`src/sv/md5he_pkg.sv`:
```
// Shared types, constants and round helper functions for the MD5 engine.
// No dependencies; the block buffer, the round unit and the top level import this package.
package md5he_pkg;

    localparam int unsigned WORD_W  = 32;
    localparam int unsigned COUNT_W = 61;

    typedef logic [3:0][WORD_W-1:0] t_words;

    // Chaining words after reset, A in entry 0.
    localparam t_words IV_WORDS = {32'h10325476, 32'h98badcfe, 32'hefcdab89, 32'h67452301};

    localparam logic [7:0] PAD_MARK     = 8'h80;
    localparam logic [5:0] LAST_POS     = 6'd63;
    localparam logic [5:0] LEN_POS      = 6'd56;
    localparam logic [5:0] LAST_ROUND   = 6'd63;
    localparam logic [1:0] LAST_OUT_IDX = 2'd3;

    typedef enum logic [2:0] {
        ST_IDLE,
        ST_ROUND,
        ST_FOLD,
        ST_PAD,
        ST_OUT
    } t_state;

    typedef struct packed {
        logic start;
        logic run;
    } t_round_ctl;

    typedef struct packed {
        logic       we;
        logic [5:0] addr;
        logic [7:0] data;
    } t_buf_wr;

    function automatic logic [31:0] rotl32(input logic [31:0] x, input logic [4:0] s);
        logic [63:0] t;
        t = {x, x} << s;
        return t[63:32];
    endfunction

    function automatic logic [31:0] round_fn(input logic [1:0] sel, input logic [31:0] b,
                                             input logic [31:0] c, input logic [31:0] d);
        case (sel)
            2'd0: begin
                return d ^ (b & (c ^ d));
            end
            2'd1: begin
                return c ^ (d & (c ^ b));
            end
            2'd2: begin
                return b ^ c ^ d;
            end
            default: begin
                return c ^ (b | ~d);
            end
        endcase
    endfunction

    // Message word used by a round.
    function automatic logic [3:0] msg_index(input logic [5:0] r);
        logic [3:0] r4;
        r4 = r[3:0];
        case (r[5:4])
            2'd0: begin
                return r4;
            end
            2'd1: begin
                return r4 * 4'd5 + 4'd1;
            end
            2'd2: begin
                return r4 * 4'd3 + 4'd5;
            end
            default: begin
                return r4 * 4'd7;
            end
        endcase
    endfunction

    function automatic logic [4:0] rot_amount(input logic [5:0] r);
        case ({r[5:4], r[1:0]})
            4'd0:    return 5'd7;
            4'd1:    return 5'd12;
            4'd2:    return 5'd17;
            4'd3:    return 5'd22;
            4'd4:    return 5'd5;
            4'd5:    return 5'd9;
            4'd6:    return 5'd14;
            4'd7:    return 5'd20;
            4'd8:    return 5'd4;
            4'd9:    return 5'd11;
            4'd10:   return 5'd16;
            4'd11:   return 5'd23;
            4'd12:   return 5'd6;
            4'd13:   return 5'd10;
            4'd14:   return 5'd15;
            default: return 5'd21;
        endcase
    endfunction

    function automatic logic [31:0] round_const(input logic [5:0] r);
        case (r)
            6'd0:  return 32'hd76aa478;
            6'd1:  return 32'he8c7b756;
            6'd2:  return 32'h242070db;
            6'd3:  return 32'hc1bdceee;
            6'd4:  return 32'hf57c0faf;
            6'd5:  return 32'h4787c62a;
            6'd6:  return 32'ha8304613;
            6'd7:  return 32'hfd469501;
            6'd8:  return 32'h698098d8;
            6'd9:  return 32'h8b44f7af;
            6'd10: return 32'hffff5bb1;
            6'd11: return 32'h895cd7be;
            6'd12: return 32'h6b901122;
            6'd13: return 32'hfd987193;
            6'd14: return 32'ha679438e;
            6'd15: return 32'h49b40821;
            6'd16: return 32'hf61e2562;
            6'd17: return 32'hc040b340;
            6'd18: return 32'h265e5a51;
            6'd19: return 32'he9b6c7aa;
            6'd20: return 32'hd62f105d;
            6'd21: return 32'h02441453;
            6'd22: return 32'hd8a1e681;
            6'd23: return 32'he7d3fbc8;
            6'd24: return 32'h21e1cde6;
            6'd25: return 32'hc33707d6;
            6'd26: return 32'hf4d50d87;
            6'd27: return 32'h455a14ed;
            6'd28: return 32'ha9e3e905;
            6'd29: return 32'hfcefa3f8;
            6'd30: return 32'h676f02d9;
            6'd31: return 32'h8d2a4c8a;
            6'd32: return 32'hfffa3942;
            6'd33: return 32'h8771f681;
            6'd34: return 32'h6d9d6122;
            6'd35: return 32'hfde5380c;
            6'd36: return 32'ha4beea44;
            6'd37: return 32'h4bdecfa9;
            6'd38: return 32'hf6bb4b60;
            6'd39: return 32'hbebfbc70;
            6'd40: return 32'h289b7ec6;
            6'd41: return 32'heaa127fa;
            6'd42: return 32'hd4ef3085;
            6'd43: return 32'h04881d05;
            6'd44: return 32'hd9d4d039;
            6'd45: return 32'he6db99e5;
            6'd46: return 32'h1fa27cf8;
            6'd47: return 32'hc4ac5665;
            6'd48: return 32'hf4292244;
            6'd49: return 32'h432aff97;
            6'd50: return 32'hab9423a7;
            6'd51: return 32'hfc93a039;
            6'd52: return 32'h655b59c3;
            6'd53: return 32'h8f0ccc92;
            6'd54: return 32'hffeff47d;
            6'd55: return 32'h85845dd1;
            6'd56: return 32'h6fa87e4f;
            6'd57: return 32'hfe2ce6e0;
            6'd58: return 32'ha3014314;
            6'd59: return 32'h4e0811a1;
            6'd60: return 32'hf7537e82;
            6'd61: return 32'hbd3af235;
            6'd62: return 32'h2ad7d2bb;
            6'd63: return 32'heb86d391;
            default: return 32'h0;
        endcase
    endfunction

endpackage

```
`src/sv/md5he_buf.sv`:
```
// Block buffer of the MD5 engine: sixteen 32-bit words, written a byte at a time.
// Depends on md5he_pkg for the write port type.
module md5he_buf (
    input  logic               i_clk,
    input  md5he_pkg::t_buf_wr i_wr,
    input  logic [3:0]         i_rd_idx,
    output logic [31:0]        o_rd_word
);
    import md5he_pkg::*;

    logic [31:0] r_mem [16];
    logic [31:0] r_rd_word;

    // Byte 0 of a word sits in bits 7..0.
    always_ff @(posedge i_clk) begin
        if (i_wr.we) begin
            r_mem[i_wr.addr[5:2]][{i_wr.addr[1:0], 3'b000} +: 8] <= i_wr.data;
        end
    end

    always_ff @(posedge i_clk) begin
        r_rd_word <= r_mem[i_rd_idx];
    end

    assign o_rd_word = r_rd_word;

endmodule

```
`src/sv/md5he_round.sv`:
```
// Shared MD5 round unit: each round sums its inputs, then rotates and shifts the words; 64 rounds per block.
// Depends on md5he_pkg for round constants, rotations and round functions.
module md5he_round (
    input  logic                  i_clk,
    input  logic                  i_rst_n,
    input  md5he_pkg::t_round_ctl i_ctl,
    input  md5he_pkg::t_words     i_chain,
    input  logic [31:0]           i_word,
    output logic [3:0]            o_word_idx,
    output md5he_pkg::t_words     o_work,
    output logic                  o_done
);
    import md5he_pkg::*;

    logic [31:0] r_a, r_b, r_c, r_d, r_t;
    logic [5:0]  r_round;
    logic        r_phase;
    logic [31:0] f_val;
    logic [5:0]  rd_round;

    assign f_val      = round_fn(r_round[5:4], r_b, r_c, r_d);
    // Fetch the word of the next round during the second half of this one.
    assign rd_round   = r_phase ? (r_round + 6'd1) : r_round;
    assign o_word_idx = msg_index(rd_round);
    assign o_done     = i_ctl.run && r_phase && (r_round == LAST_ROUND);

    always_ff @(posedge i_clk) begin
        if (!i_rst_n) begin
            r_round <= '0;
            r_phase <= 1'b0;
        end else if (i_ctl.start) begin
            r_round <= '0;
            r_phase <= 1'b0;
        end else if (i_ctl.run) begin
            r_phase <= ~r_phase;
            if (r_phase) begin
                r_round <= r_round + 6'd1;
            end
        end
    end

    // First half sums the round inputs, second half rotates and shifts the words.
    always_ff @(posedge i_clk) begin
        if (i_ctl.start) begin
            r_a <= i_chain[0];
            r_b <= i_chain[1];
            r_c <= i_chain[2];
            r_d <= i_chain[3];
        end else if (i_ctl.run) begin
            if (!r_phase) begin
                r_t <= r_a + f_val + i_word + round_const(r_round);
            end else begin
                r_a <= r_d;
                r_d <= r_c;
                r_c <= r_b;
                r_b <= r_b + rotl32(r_t, rot_amount(r_round));
            end
        end
    end

    assign o_work[0] = r_a;
    assign o_work[1] = r_b;
    assign o_work[2] = r_c;
    assign o_work[3] = r_d;

endmodule

```
`src/sv/md5_hash_engine_top.sv`:
```
// Top level of the MD5 engine: sequencer, chaining words, byte count, padding.
// Depends on md5he_pkg, md5he_buf and md5he_round.
//
// Usage: the input channel (i_in_valid / o_in_ready) takes one transaction per
// message byte, with i_byte_valid telling whether i_message_byte carries a byte
// and i_end_of_message closing the message. After an ordinary byte the input
// stays ready. The byte that fills a 64-byte block starts a compression: 64
// rounds on the shared round unit, then a fold into the chaining words; the
// input is not ready until the fold is done. At end of message the sequencer
// writes pad bytes one per cycle up to the block end and runs one or two more
// compressions, then presents the four digest words A, B, C, D on the output
// channel (o_out_valid / i_out_ready) with o_last_word set on D. Input is held
// off while the digest is shown; a stalled receiver simply holds the current
// word. After D is taken the engine returns to the initial vector with a zero
// count and is ready again.
// Reset (synchronous, active low) restores the initial vector, clears the
// count and returns to idle; the block buffer is not cleared.
module md5_hash_engine_top (
    input  logic        i_clk,
    input  logic        i_rst_n,
    input  logic        i_in_valid,
    output logic        o_in_ready,
    input  logic [7:0]  i_message_byte,
    input  logic        i_byte_valid,
    input  logic        i_end_of_message,
    output logic        o_out_valid,
    input  logic        i_out_ready,
    output logic [31:0] o_digest_word,
    output logic        o_last_word
);
    import md5he_pkg::*;

    t_state               r_state, n_state;
    t_words               r_chain, n_chain;
    logic [COUNT_W-1:0]   r_count, n_count;
    logic [5:0]           r_wpos, n_wpos;
    logic                 r_pad_first, n_pad_first;
    logic                 r_len_block, n_len_block;
    logic                 r_padding, n_padding;
    logic                 r_final, n_final;
    logic [1:0]           r_oidx, n_oidx;

    t_round_ctl  round_ctl;
    t_buf_wr     buf_wr;
    t_words      work;
    logic [3:0]  word_idx;
    logic [31:0] buf_word;
    logic        round_done;

    logic        in_acc, out_acc;
    logic [5:0]  byte_pos;
    logic        len_eff;
    logic [63:0] len_bits;
    logic [7:0]  pad_byte;

    md5he_buf u_buf (
        .i_clk     (i_clk),
        .i_wr      (buf_wr),
        .i_rd_idx  (word_idx),
        .o_rd_word (buf_word)
    );

    md5he_round u_round (
        .i_clk      (i_clk),
        .i_rst_n    (i_rst_n),
        .i_ctl      (round_ctl),
        .i_chain    (r_chain),
        .i_word     (buf_word),
        .o_word_idx (word_idx),
        .o_work     (work),
        .o_done     (round_done)
    );

    assign in_acc   = i_in_valid && o_in_ready;
    assign out_acc  = o_out_valid && i_out_ready;
    assign byte_pos = r_count[5:0];
    assign len_eff  = r_pad_first ? (r_wpos < LEN_POS) : r_len_block;
    assign len_bits = {r_count, 3'b000};

    always_comb begin
        if (r_pad_first) begin
            pad_byte = PAD_MARK;
        end else if (len_eff && (r_wpos >= LEN_POS)) begin
            pad_byte = len_bits[{r_wpos[2:0], 3'b000} +: 8];
        end else begin
            pad_byte = 8'h00;
        end
    end

    // Next state
    always_comb begin
        n_state = r_state;
        case (r_state)
            ST_IDLE: begin
                if (in_acc) begin
                    if (i_byte_valid && (byte_pos == LAST_POS)) begin
                        n_state = ST_ROUND;
                    end else if (i_end_of_message) begin
                        n_state = ST_PAD;
                    end
                end
            end
            ST_ROUND: begin
                if (round_done) begin
                    n_state = ST_FOLD;
                end
            end
            ST_FOLD: begin
                if (r_final) begin
                    n_state = ST_OUT;
                end else if (r_padding) begin
                    n_state = ST_PAD;
                end else begin
                    n_state = ST_IDLE;
                end
            end
            ST_PAD: begin
                if (r_wpos == LAST_POS) begin
                    n_state = ST_ROUND;
                end
            end
            ST_OUT: begin
                if (out_acc && (r_oidx == LAST_OUT_IDX)) begin
                    n_state = ST_IDLE;
                end
            end
            default: begin
                n_state = ST_IDLE;
            end
        endcase
    end

    // Outputs and datapath control
    always_comb begin
        o_in_ready      = 1'b0;
        o_out_valid     = 1'b0;
        round_ctl       = '0;
        buf_wr          = '0;
        n_chain         = r_chain;
        n_count         = r_count;
        n_wpos          = r_wpos;
        n_pad_first     = r_pad_first;
        n_len_block     = r_len_block;
        n_padding       = r_padding;
        n_final         = r_final;
        n_oidx          = r_oidx;
        case (r_state)
            ST_IDLE: begin
                o_in_ready = 1'b1;
                if (in_acc) begin
                    if (i_byte_valid) begin
                        buf_wr.we   = 1'b1;
                        buf_wr.addr = byte_pos;
                        buf_wr.data = i_message_byte;
                        n_count     = r_count + 61'd1;
                        if (byte_pos == LAST_POS) begin
                            round_ctl.start = 1'b1;
                        end
                    end
                    if (i_end_of_message) begin
                        n_padding   = 1'b1;
                        n_pad_first = 1'b1;
                        n_wpos      = i_byte_valid ? byte_pos + 6'd1 : byte_pos;
                    end
                end
            end
            ST_ROUND: begin
                round_ctl.run = 1'b1;
            end
            ST_FOLD: begin
                n_chain[0] = r_chain[0] + work[0];
                n_chain[1] = r_chain[1] + work[1];
                n_chain[2] = r_chain[2] + work[2];
                n_chain[3] = r_chain[3] + work[3];
            end
            ST_PAD: begin
                buf_wr.we   = 1'b1;
                buf_wr.addr = r_wpos;
                buf_wr.data = pad_byte;
                n_pad_first = 1'b0;
                n_len_block = len_eff;
                n_wpos      = r_wpos + 6'd1;
                if (r_wpos == LAST_POS) begin
                    round_ctl.start = 1'b1;
                    n_final         = len_eff;
                    // no room for the length: it goes into the following block
                    if (!len_eff) begin
                        n_len_block = 1'b1;
                    end
                end
            end
            ST_OUT: begin
                o_out_valid = 1'b1;
                if (out_acc) begin
                    if (r_oidx == LAST_OUT_IDX) begin
                        n_chain   = IV_WORDS;
                        n_count   = '0;
                        n_padding = 1'b0;
                        n_final   = 1'b0;
                        n_oidx    = '0;
                    end else begin
                        n_oidx = r_oidx + 2'd1;
                    end
                end
            end
            default: begin
            end
        endcase
    end

    always_ff @(posedge i_clk) begin
        if (!i_rst_n) begin
            r_state     <= ST_IDLE;
            r_chain     <= IV_WORDS;
            r_count     <= '0;
            r_wpos      <= '0;
            r_pad_first <= 1'b0;
            r_len_block <= 1'b0;
            r_padding   <= 1'b0;
            r_final     <= 1'b0;
            r_oidx      <= '0;
        end else begin
            r_state     <= n_state;
            r_chain     <= n_chain;
            r_count     <= n_count;
            r_wpos      <= n_wpos;
            r_pad_first <= n_pad_first;
            r_len_block <= n_len_block;
            r_padding   <= n_padding;
            r_final     <= n_final;
            r_oidx      <= n_oidx;
        end
    end

    assign o_digest_word = r_chain[r_oidx];
    assign o_last_word   = (r_oidx == LAST_OUT_IDX);

endmodule

```
`config.mk`:
```
export PLATFORM = sky130hd
export DESIGN_NAME = md5_hash_engine_top
export DESIGN_NICKNAME = d
export VERILOG_FILES = /design/src/sv/md5he_pkg.sv /design/src/sv/md5he_buf.sv /design/src/sv/md5he_round.sv /design/src/sv/md5_hash_engine_top.sv
export SDC_FILE = /design/constraint.sdc
export NUM_CORES = 2
export LEC_CHECK = 0
export ABC_AREA = 1
export BUFFER_PORTS_ARGS = -buffer_cell sky130_fd_sc_hd__buf_4
export CAP_MARGIN = 5
export CORE_MARGIN = 3
export CORE_UTILIZATION = 30
export CTS_CLUSTER_SIZE = 14
export DETAILED_ROUTE_END_ITERATION = 6
export PLACE_DENSITY_LB_ADDON = 0.1
export SLEW_MARGIN = 20
export SYNTH_ARGS = -nofsm -noshare
export SYNTH_HDL_FRONTEND = slang
export SYNTH_HIERARCHICAL = 1
export SYNTH_SLANG_ARGS = --single-unit
```
`constraint.sdc`:
```
create_clock -name i_clk -period 5.3 [get_ports i_clk]
set_clock_uncertainty 0.2 [all_clocks]
set_input_delay 0.53 -clock i_clk [delete_from_list [all_inputs] [get_ports i_clk]]
set_output_delay 0.53 -clock i_clk [all_outputs]
set_load 0.02 [all_outputs]
```
[Word level (Yosys, flattened, before mapping)]
Memory sizes are Yosys's and may differ from the RTL's. A register that Yosys moved wholly into a read port is not among the register bits.
Index checks and enable logic that the tools add are counted.
Storage, ports and cells
  register bits after elaboration: 371
  RAM bits: 512
  bits in read-only memories: 2128
  input bits: 14
  output and inout port bits: 35
  word-level logic and storage cells: 182
  memories: 3
Cells by class
  add/sub/neg operators: 16
  $mul: 3
  magnitude comparators: 3
  equality and inequality tests: 21
  shift-type cells: 4
  muxes and demuxes: 74
  bitwise logic cells: 13
  reduce and logical (&&, ||, !) cells: 26
Memories
  (name not given): depth 64, bits a word 32, rd ports 1, clocked after Yosys merged registers in 1, write ports 0, RTL line md5he_pkg.sv:104  | case (r)
  u_buf.r_mem: depth 16, bits a word 32, rd ports 1, clocked after Yosys merged registers in 1, write ports 1, RTL line md5he_buf.sv:11  | logic [31:0] r_mem [16];
  (name not given): depth 16, bits a word 5, rd ports 1, clocked after Yosys merged registers in 1, write ports 0, RTL line md5he_pkg.sv:83  | case ({r[5:4], r[1:0]})
Operator list (number)
  32-bit two-way mux: 17
  32-bit adder: 8
  128-bit two-way mux: 2
  128-bit one-hot mux with 2 select lines: 1
  61-bit two-way mux: 4
  32-bit XOR: 6
  61-bit one-hot mux with 2 select lines: 1
  32-bit one-hot mux with 3 select lines: 1
  32-bit AND: 2
  32-bit binary-select mux with 2-bit select: 1
  64-bit by 7-bit indexed part select with 8-bit output: 1
  64-bit by 5-bit << shifter with 64-bit output: 1
  61-bit by 1-bit adder with 61-bit output, second input constant: 1
  6-bit two-way mux: 6
  32-bit NOT: 1
  32-bit bitwise OR: 1
  8-bit by 7-bit variable shift with 32-bit output, first input constant: 1
  8-bit by 7-bit indexed part select with 32-bit output: 1
  15-bit two-way mux: 2
  15-bit one-hot mux with 2 select lines: 1
  3-bit two-way mux: 7
  6-bit by 1-bit adder with 6-bit output, second input constant: 3
  6-bit == test, second input constant: 3
  8-bit two-way mux: 2
  other kinds (34): 86

[Logic depth before layout (Yosys ltp)]
  depth after elaboration: 11
  mapped depth: 26

[Cells and area by module]
The synthesis kept the hierarchy.
Modules (own cells, without submodules)
  md5he_buf: instances 1, cells each 2261, area each 23302.3 um2, seq. area each 16015.4 um2
  md5he_round: instances 1, cells each 2910, area each 19935.4 um2, seq. area each 5685.5 um2
  md5_hash_engine_top: instances 1, cells each 3623, area each 19931.6 um2, seq. area each 4083.9 um2

[Worst setup path after synthesis]
OpenSTA, ideal clock, no wires.
  path kind: register to register
  start: register r_state[2]
  end: register u_round.r_a[0], enable pin
  arrival: 4421 ps
  required time: 4608 ps
  slack: 188 ps
  cell stages (with the launch flop): 9
  buffers on the path: 3
  cell sequence: dfxtp_1 -> nor3_2 -> inv_1 -> clkbuf_1 -> o22ai_1 -> buf_2 -> inv_2 -> clkbuf_1 -> nand2_1
RTL lines
  start: declaration: RTL line md5_hash_engine_top.sv:33  | t_state r_state, n_state;
  start signal: assignment: RTL line md5_hash_engine_top.sv:223  | r_state <= n_state;
  end signal: assignment: RTL line md5he_round.sv:45  | r_a <= i_chain[0];
  end signal: assignment: RTL line md5he_round.sv:53  | r_a <= r_d;
  end: declaration: RTL line md5he_round.sv:15  | logic [31:0] r_a, r_b, r_c, r_d, r_t;

[Final worst setup path]
  start: register u_round.r_round[5]
  end: register u_round.r_t[31], data pin
Between the ends
  longest elaborated chain between the ends: 5
  elaborated cells between the ends (all ways): 7
  classes of those cells: add/sub: 3; eq/ne: 2; mux: 1; reduce/logical: 1
RTL lines
  start: declaration: RTL line md5he_round.sv:16  | logic [5:0] r_round;
  start signal: assignment: RTL line md5he_round.sv:37  | r_round <= r_round + 6'd1;
  2-bit == test, or another cell as far along: RTL line md5he_pkg.sv:46  | case (sel)
  32-bit one-hot mux with 3 select lines (*): RTL line md5he_pkg.sv:46
  32-bit adder (*) (3 in a row): RTL line md5he_round.sv:51  | r_t <= r_a + f_val + i_word + round_const(r_round);
  end signal: assignment: RTL line md5he_round.sv:51
  end: declaration: RTL line md5he_round.sv:15
Every way passes the cells marked *; elsewhere a longest branch is shown, timed or not.
A chain may end at the register's enable or synchronous reset.

==> summary.md <==
| Metric | Value |
|---|---|
| Outcome | finished clean |
| Clock Tree Root | clkbuf_16 |
| # H-tree levels | 3 |
| Peak VDD IR | 0.783 mV |
| Largest net degree at the start of global routing | around 180 |
| Main synth FF type | edfxtp_1 |
| Total grt overflow | 0 |
| Least-Margin Pin Slew | 1.20 ns |
| CP required | between 5 and 6 ns |
| DR vias | 57989 |
| Min-delay src | i_rst_n |
| Register area | roughly 26000 um^2 |
| CP Launch Point | u_round/r_round[5] |
| Vias in the first global route | approximately 55000 |
| Layout cells sized above 1 | 0.0568 |
| EDFF count, synth | around 670 |
| Drt wl/cell | roughly 23 um |
| Filler cells | around 22000 |
| Final setup fails | 0 |
| Syn nets | a little over 9000 |
| Via/cell ratio | 4.97 |
| Final net count | approximately 9000 |
| Reg2reg start | u_round/r_round[5] |
| Final Max Slew Viols | 0 |
| DP HPWL | approximately 200000 um |
| Sink Count | 952 |
| Top delay family on crit path | compound AO/OA/AOI/OAI gates |
| Clock buffer depth | 3 |
| P_leak | 32.1 nW |
| CP Buf/Inv Count | 4 |
| Die W | around 460 um |
| F_max | roughly 200 MHz |
| RSZ-0062 raised after global routing | no |
| Max_cap viols | 0 |
| Yosys top cell area share | 0.319 |
| Iteration-0 DRC Markers | between 5000 and 6000 |
| Worst path most repeated cell | a21oi_1 |
| Worst-path clk slew | ~0.060 ns |
| Hold Violations, Final | 0 |
| Max incr delay on CP | 0.53 ns |
| Seq/Total Area, Yosys | 0.408 |
| Most common cell in the netlist | nand2_1 |
| Initial antenna violation count | 5 |
| Starting density of the core | 0.303 |
| Finished Layout Cells | about 12000 |
| Placed insts | approximately 11000 |
| Crit Path Max Fanout | 22 |
| Drt pass-1 iters | 7 |
| GRT Resource Usage Total | 0.240 |
| First-pass GRT wire length | between 300000 and 400000 um |
| Area of the multi-input gates | roughly 31000 um^2 |
| P&R area growth vs syn | 11.9% |
| Worst hold-check path type | input port to flip-flop |
| Crit path DAT | slightly above 5 ns |
| Top post-synthesis cells by count | nand2_1 (2693), inv_1 (1409), nand3_1 (880) |
| Die Span Y | 465 um |
| Routability cong. | around 0.93 |
| IO Port Bufs | 48 |
| Ports | approximately 50 |
| CTS Buf Count | roughly 120 |
| Row count | between 150 and 200 |
| Yosys reg bits | 952 |
| Startpoint types | flip-flop |
| Mapped Area | ~63000 um^2 |
| CTS tree | yes |
| Yosys cell types | 67 |
| Slew headroom | 0.202 |
| Total core area | 208000 um^2 |
| Syn avg cell area | about 7.2 um^2 |
| Tcrit/Tclk final | 0.922 |
| Final antenna-violating net count | 0 |
| Min Tclk post-route | 4.89 ns |
| Post-route DRC | 0 |
| CP Capture Type | flip-flop |
| Post-Syn Instances | 8794 |
| Synth async-reset ratio | 0 |
| Die footprint | ~220000 um^2 |
| Worst-Skew Late Latency | ~0.8 ns |
| Pwr per Cell Area | ~660 nW/um^2 |
| Synth area leaders | edfxtp_1 (32%), nand2_1 (16%), dfxtp_1 (8.9%), inv_1 (8.4%), nand3_1 (7.0%) |
| Slowest CP cell | fa_1 |
| Final setup TNS | 0 ns |
| YS warnings | 6 |
| Yosys top cell by area | edfxtp_1 |
| Worst-path cell chain | nand2_1, inv_1, buf_4, nand3_1, o21ai_0, xnor2_1, nor2_1, a21oi_1, fa_1, inv_1, fa_1, inv_1, ha_1, a21oi_1, o21bai_1, a21oi_1, o21ai_0, a21oi_1, nand2_1, xnor2_1 |
| Crit Path Category | flip-flop to flip-flop |
| WL final | around 270000 um |
worst paths after layout:
path,cells after the start,endpoint,slack (ns)
min reg2reg,2,r_padding,0.29
min,3,u_round/r_phase,0.09
max reg2reg,20,u_round/r_t[31],0.41
max,20,u_round/r_t[31],0.41
cells in the final DEF, fill, tap and decap left out, types with 19 or more instances in the layout:
master	count
nand3_1	878
o211ai_1	47
inv_2	25
nand2_2	19
dfxtp_1	278
nor3_1	70
a21oi_1	408
o21bai_1	21
ha_1	219
xnor2_1	37
fa_1	69
nand2_1	2691
nand3b_1	20
clkinv_1	26
edfxtp_1	672
o22ai_1	41
nor2_1	632
o21ai_1	39
nor3_2	21
xor2_1	50
clkbuf_16	116
o21ai_0	521
clkinv_2	24
clkbuf_1	26
a31oi_1	26
or2_2	31
buf_4	159
mux2i_1	31
nand4_1	69
inv_1	1407
tightest hold or removal path, delay by kind of cell:
kind / cells / cell delay [ns]
simple gates: 2 / 0.32
buf+inv: 1 / 0.13
registers in the layout (all words and copies together), names as in the netlist, named ones only:
signal           flops
u_buf/o_rd_word     32
u_round/r_a         32
r_state              3
u_buf/r_mem        512
r_chain            128
r_len_block          1
r_count             61
u_round/r_t         32
u_round/r_round      6
r_final              1
r_padding            1
u_round/r_c         32
u_round/r_d         32
r_oidx               2
r_pad_first          1
r_wpos               6
u_round/r_b         32
u_round/r_phase      1
where the power goes:
| part | internal (mW) | switching, mW |
|---|---|---|
| sequential | 9.45 | 1.30 |
| combinational | 8.54 | 19.3 |
| clock | 4.73 | 3.52 |
cell families after synthesis:
group,share of synthesized area
simple gates,0.296
buf+inv,0.111
compound gates,0.101
flops,0.408
fa+ha+maj,0.0652
xor+xnor,0.0126
mux,0.00509
routing by layer:
layer	vias to the layer above	share of wire	wire [um]	GRT usage
li1	28308	-	-	-
met1	27650	0.45	119000	0.323
met2	1682	0.47	124000	0.400
met3	345	0.049	13000	0.0266
met4	4	0.036	9670	0.0782
met5	-	0.00010	27	0
layout make-up:
type / count / area share
Tap cell: 2788 / 0.0493
Antenna cell: 2 / 0.0000708
Inverter: 1441 / 0.0767
Timing Repair Buffer: 178 / 0.0220
Clock buffer: 149 / 0.0438
Sequential cell: 952 / 0.365
Clock inverter: 72 / 0.0114
Multi-Input combinational cell: 6081 / 0.432
stage by stage:
step / instance area, um^2 / power (mW) / hold WS [ns] / worst slack, ns / util
6_report: 70700 / 46.8 / 0.0911 / 0.414 / 0.339
5_1_grt: 70700 / 50.6 / 0.0294 / 0.105 / 0.339
4_1_cts: 70700 / 47.1 / 0.0388 / 0.334 / 0.339
3_5_place_dp: 66800 / 38.6 / 0.275 / 0.356 / 0.320
3_3_place_gp: 66700 / 38.8 / 0.277 / 0.386 / 0.320
2_1_floorplan: 63200 / 28.9 / 0.237 / 0.188 / -
what timing repair did:
action                                 in CTS  in global routing
hold buffers                                2                  0
endpoints found under the hold margin       3                  0
buffers inserted                            0                  0
setup endpoints to repair                   0                  5
resized for setup                           0                  3
Note: power is estimated with default switching activity, not from simulation.
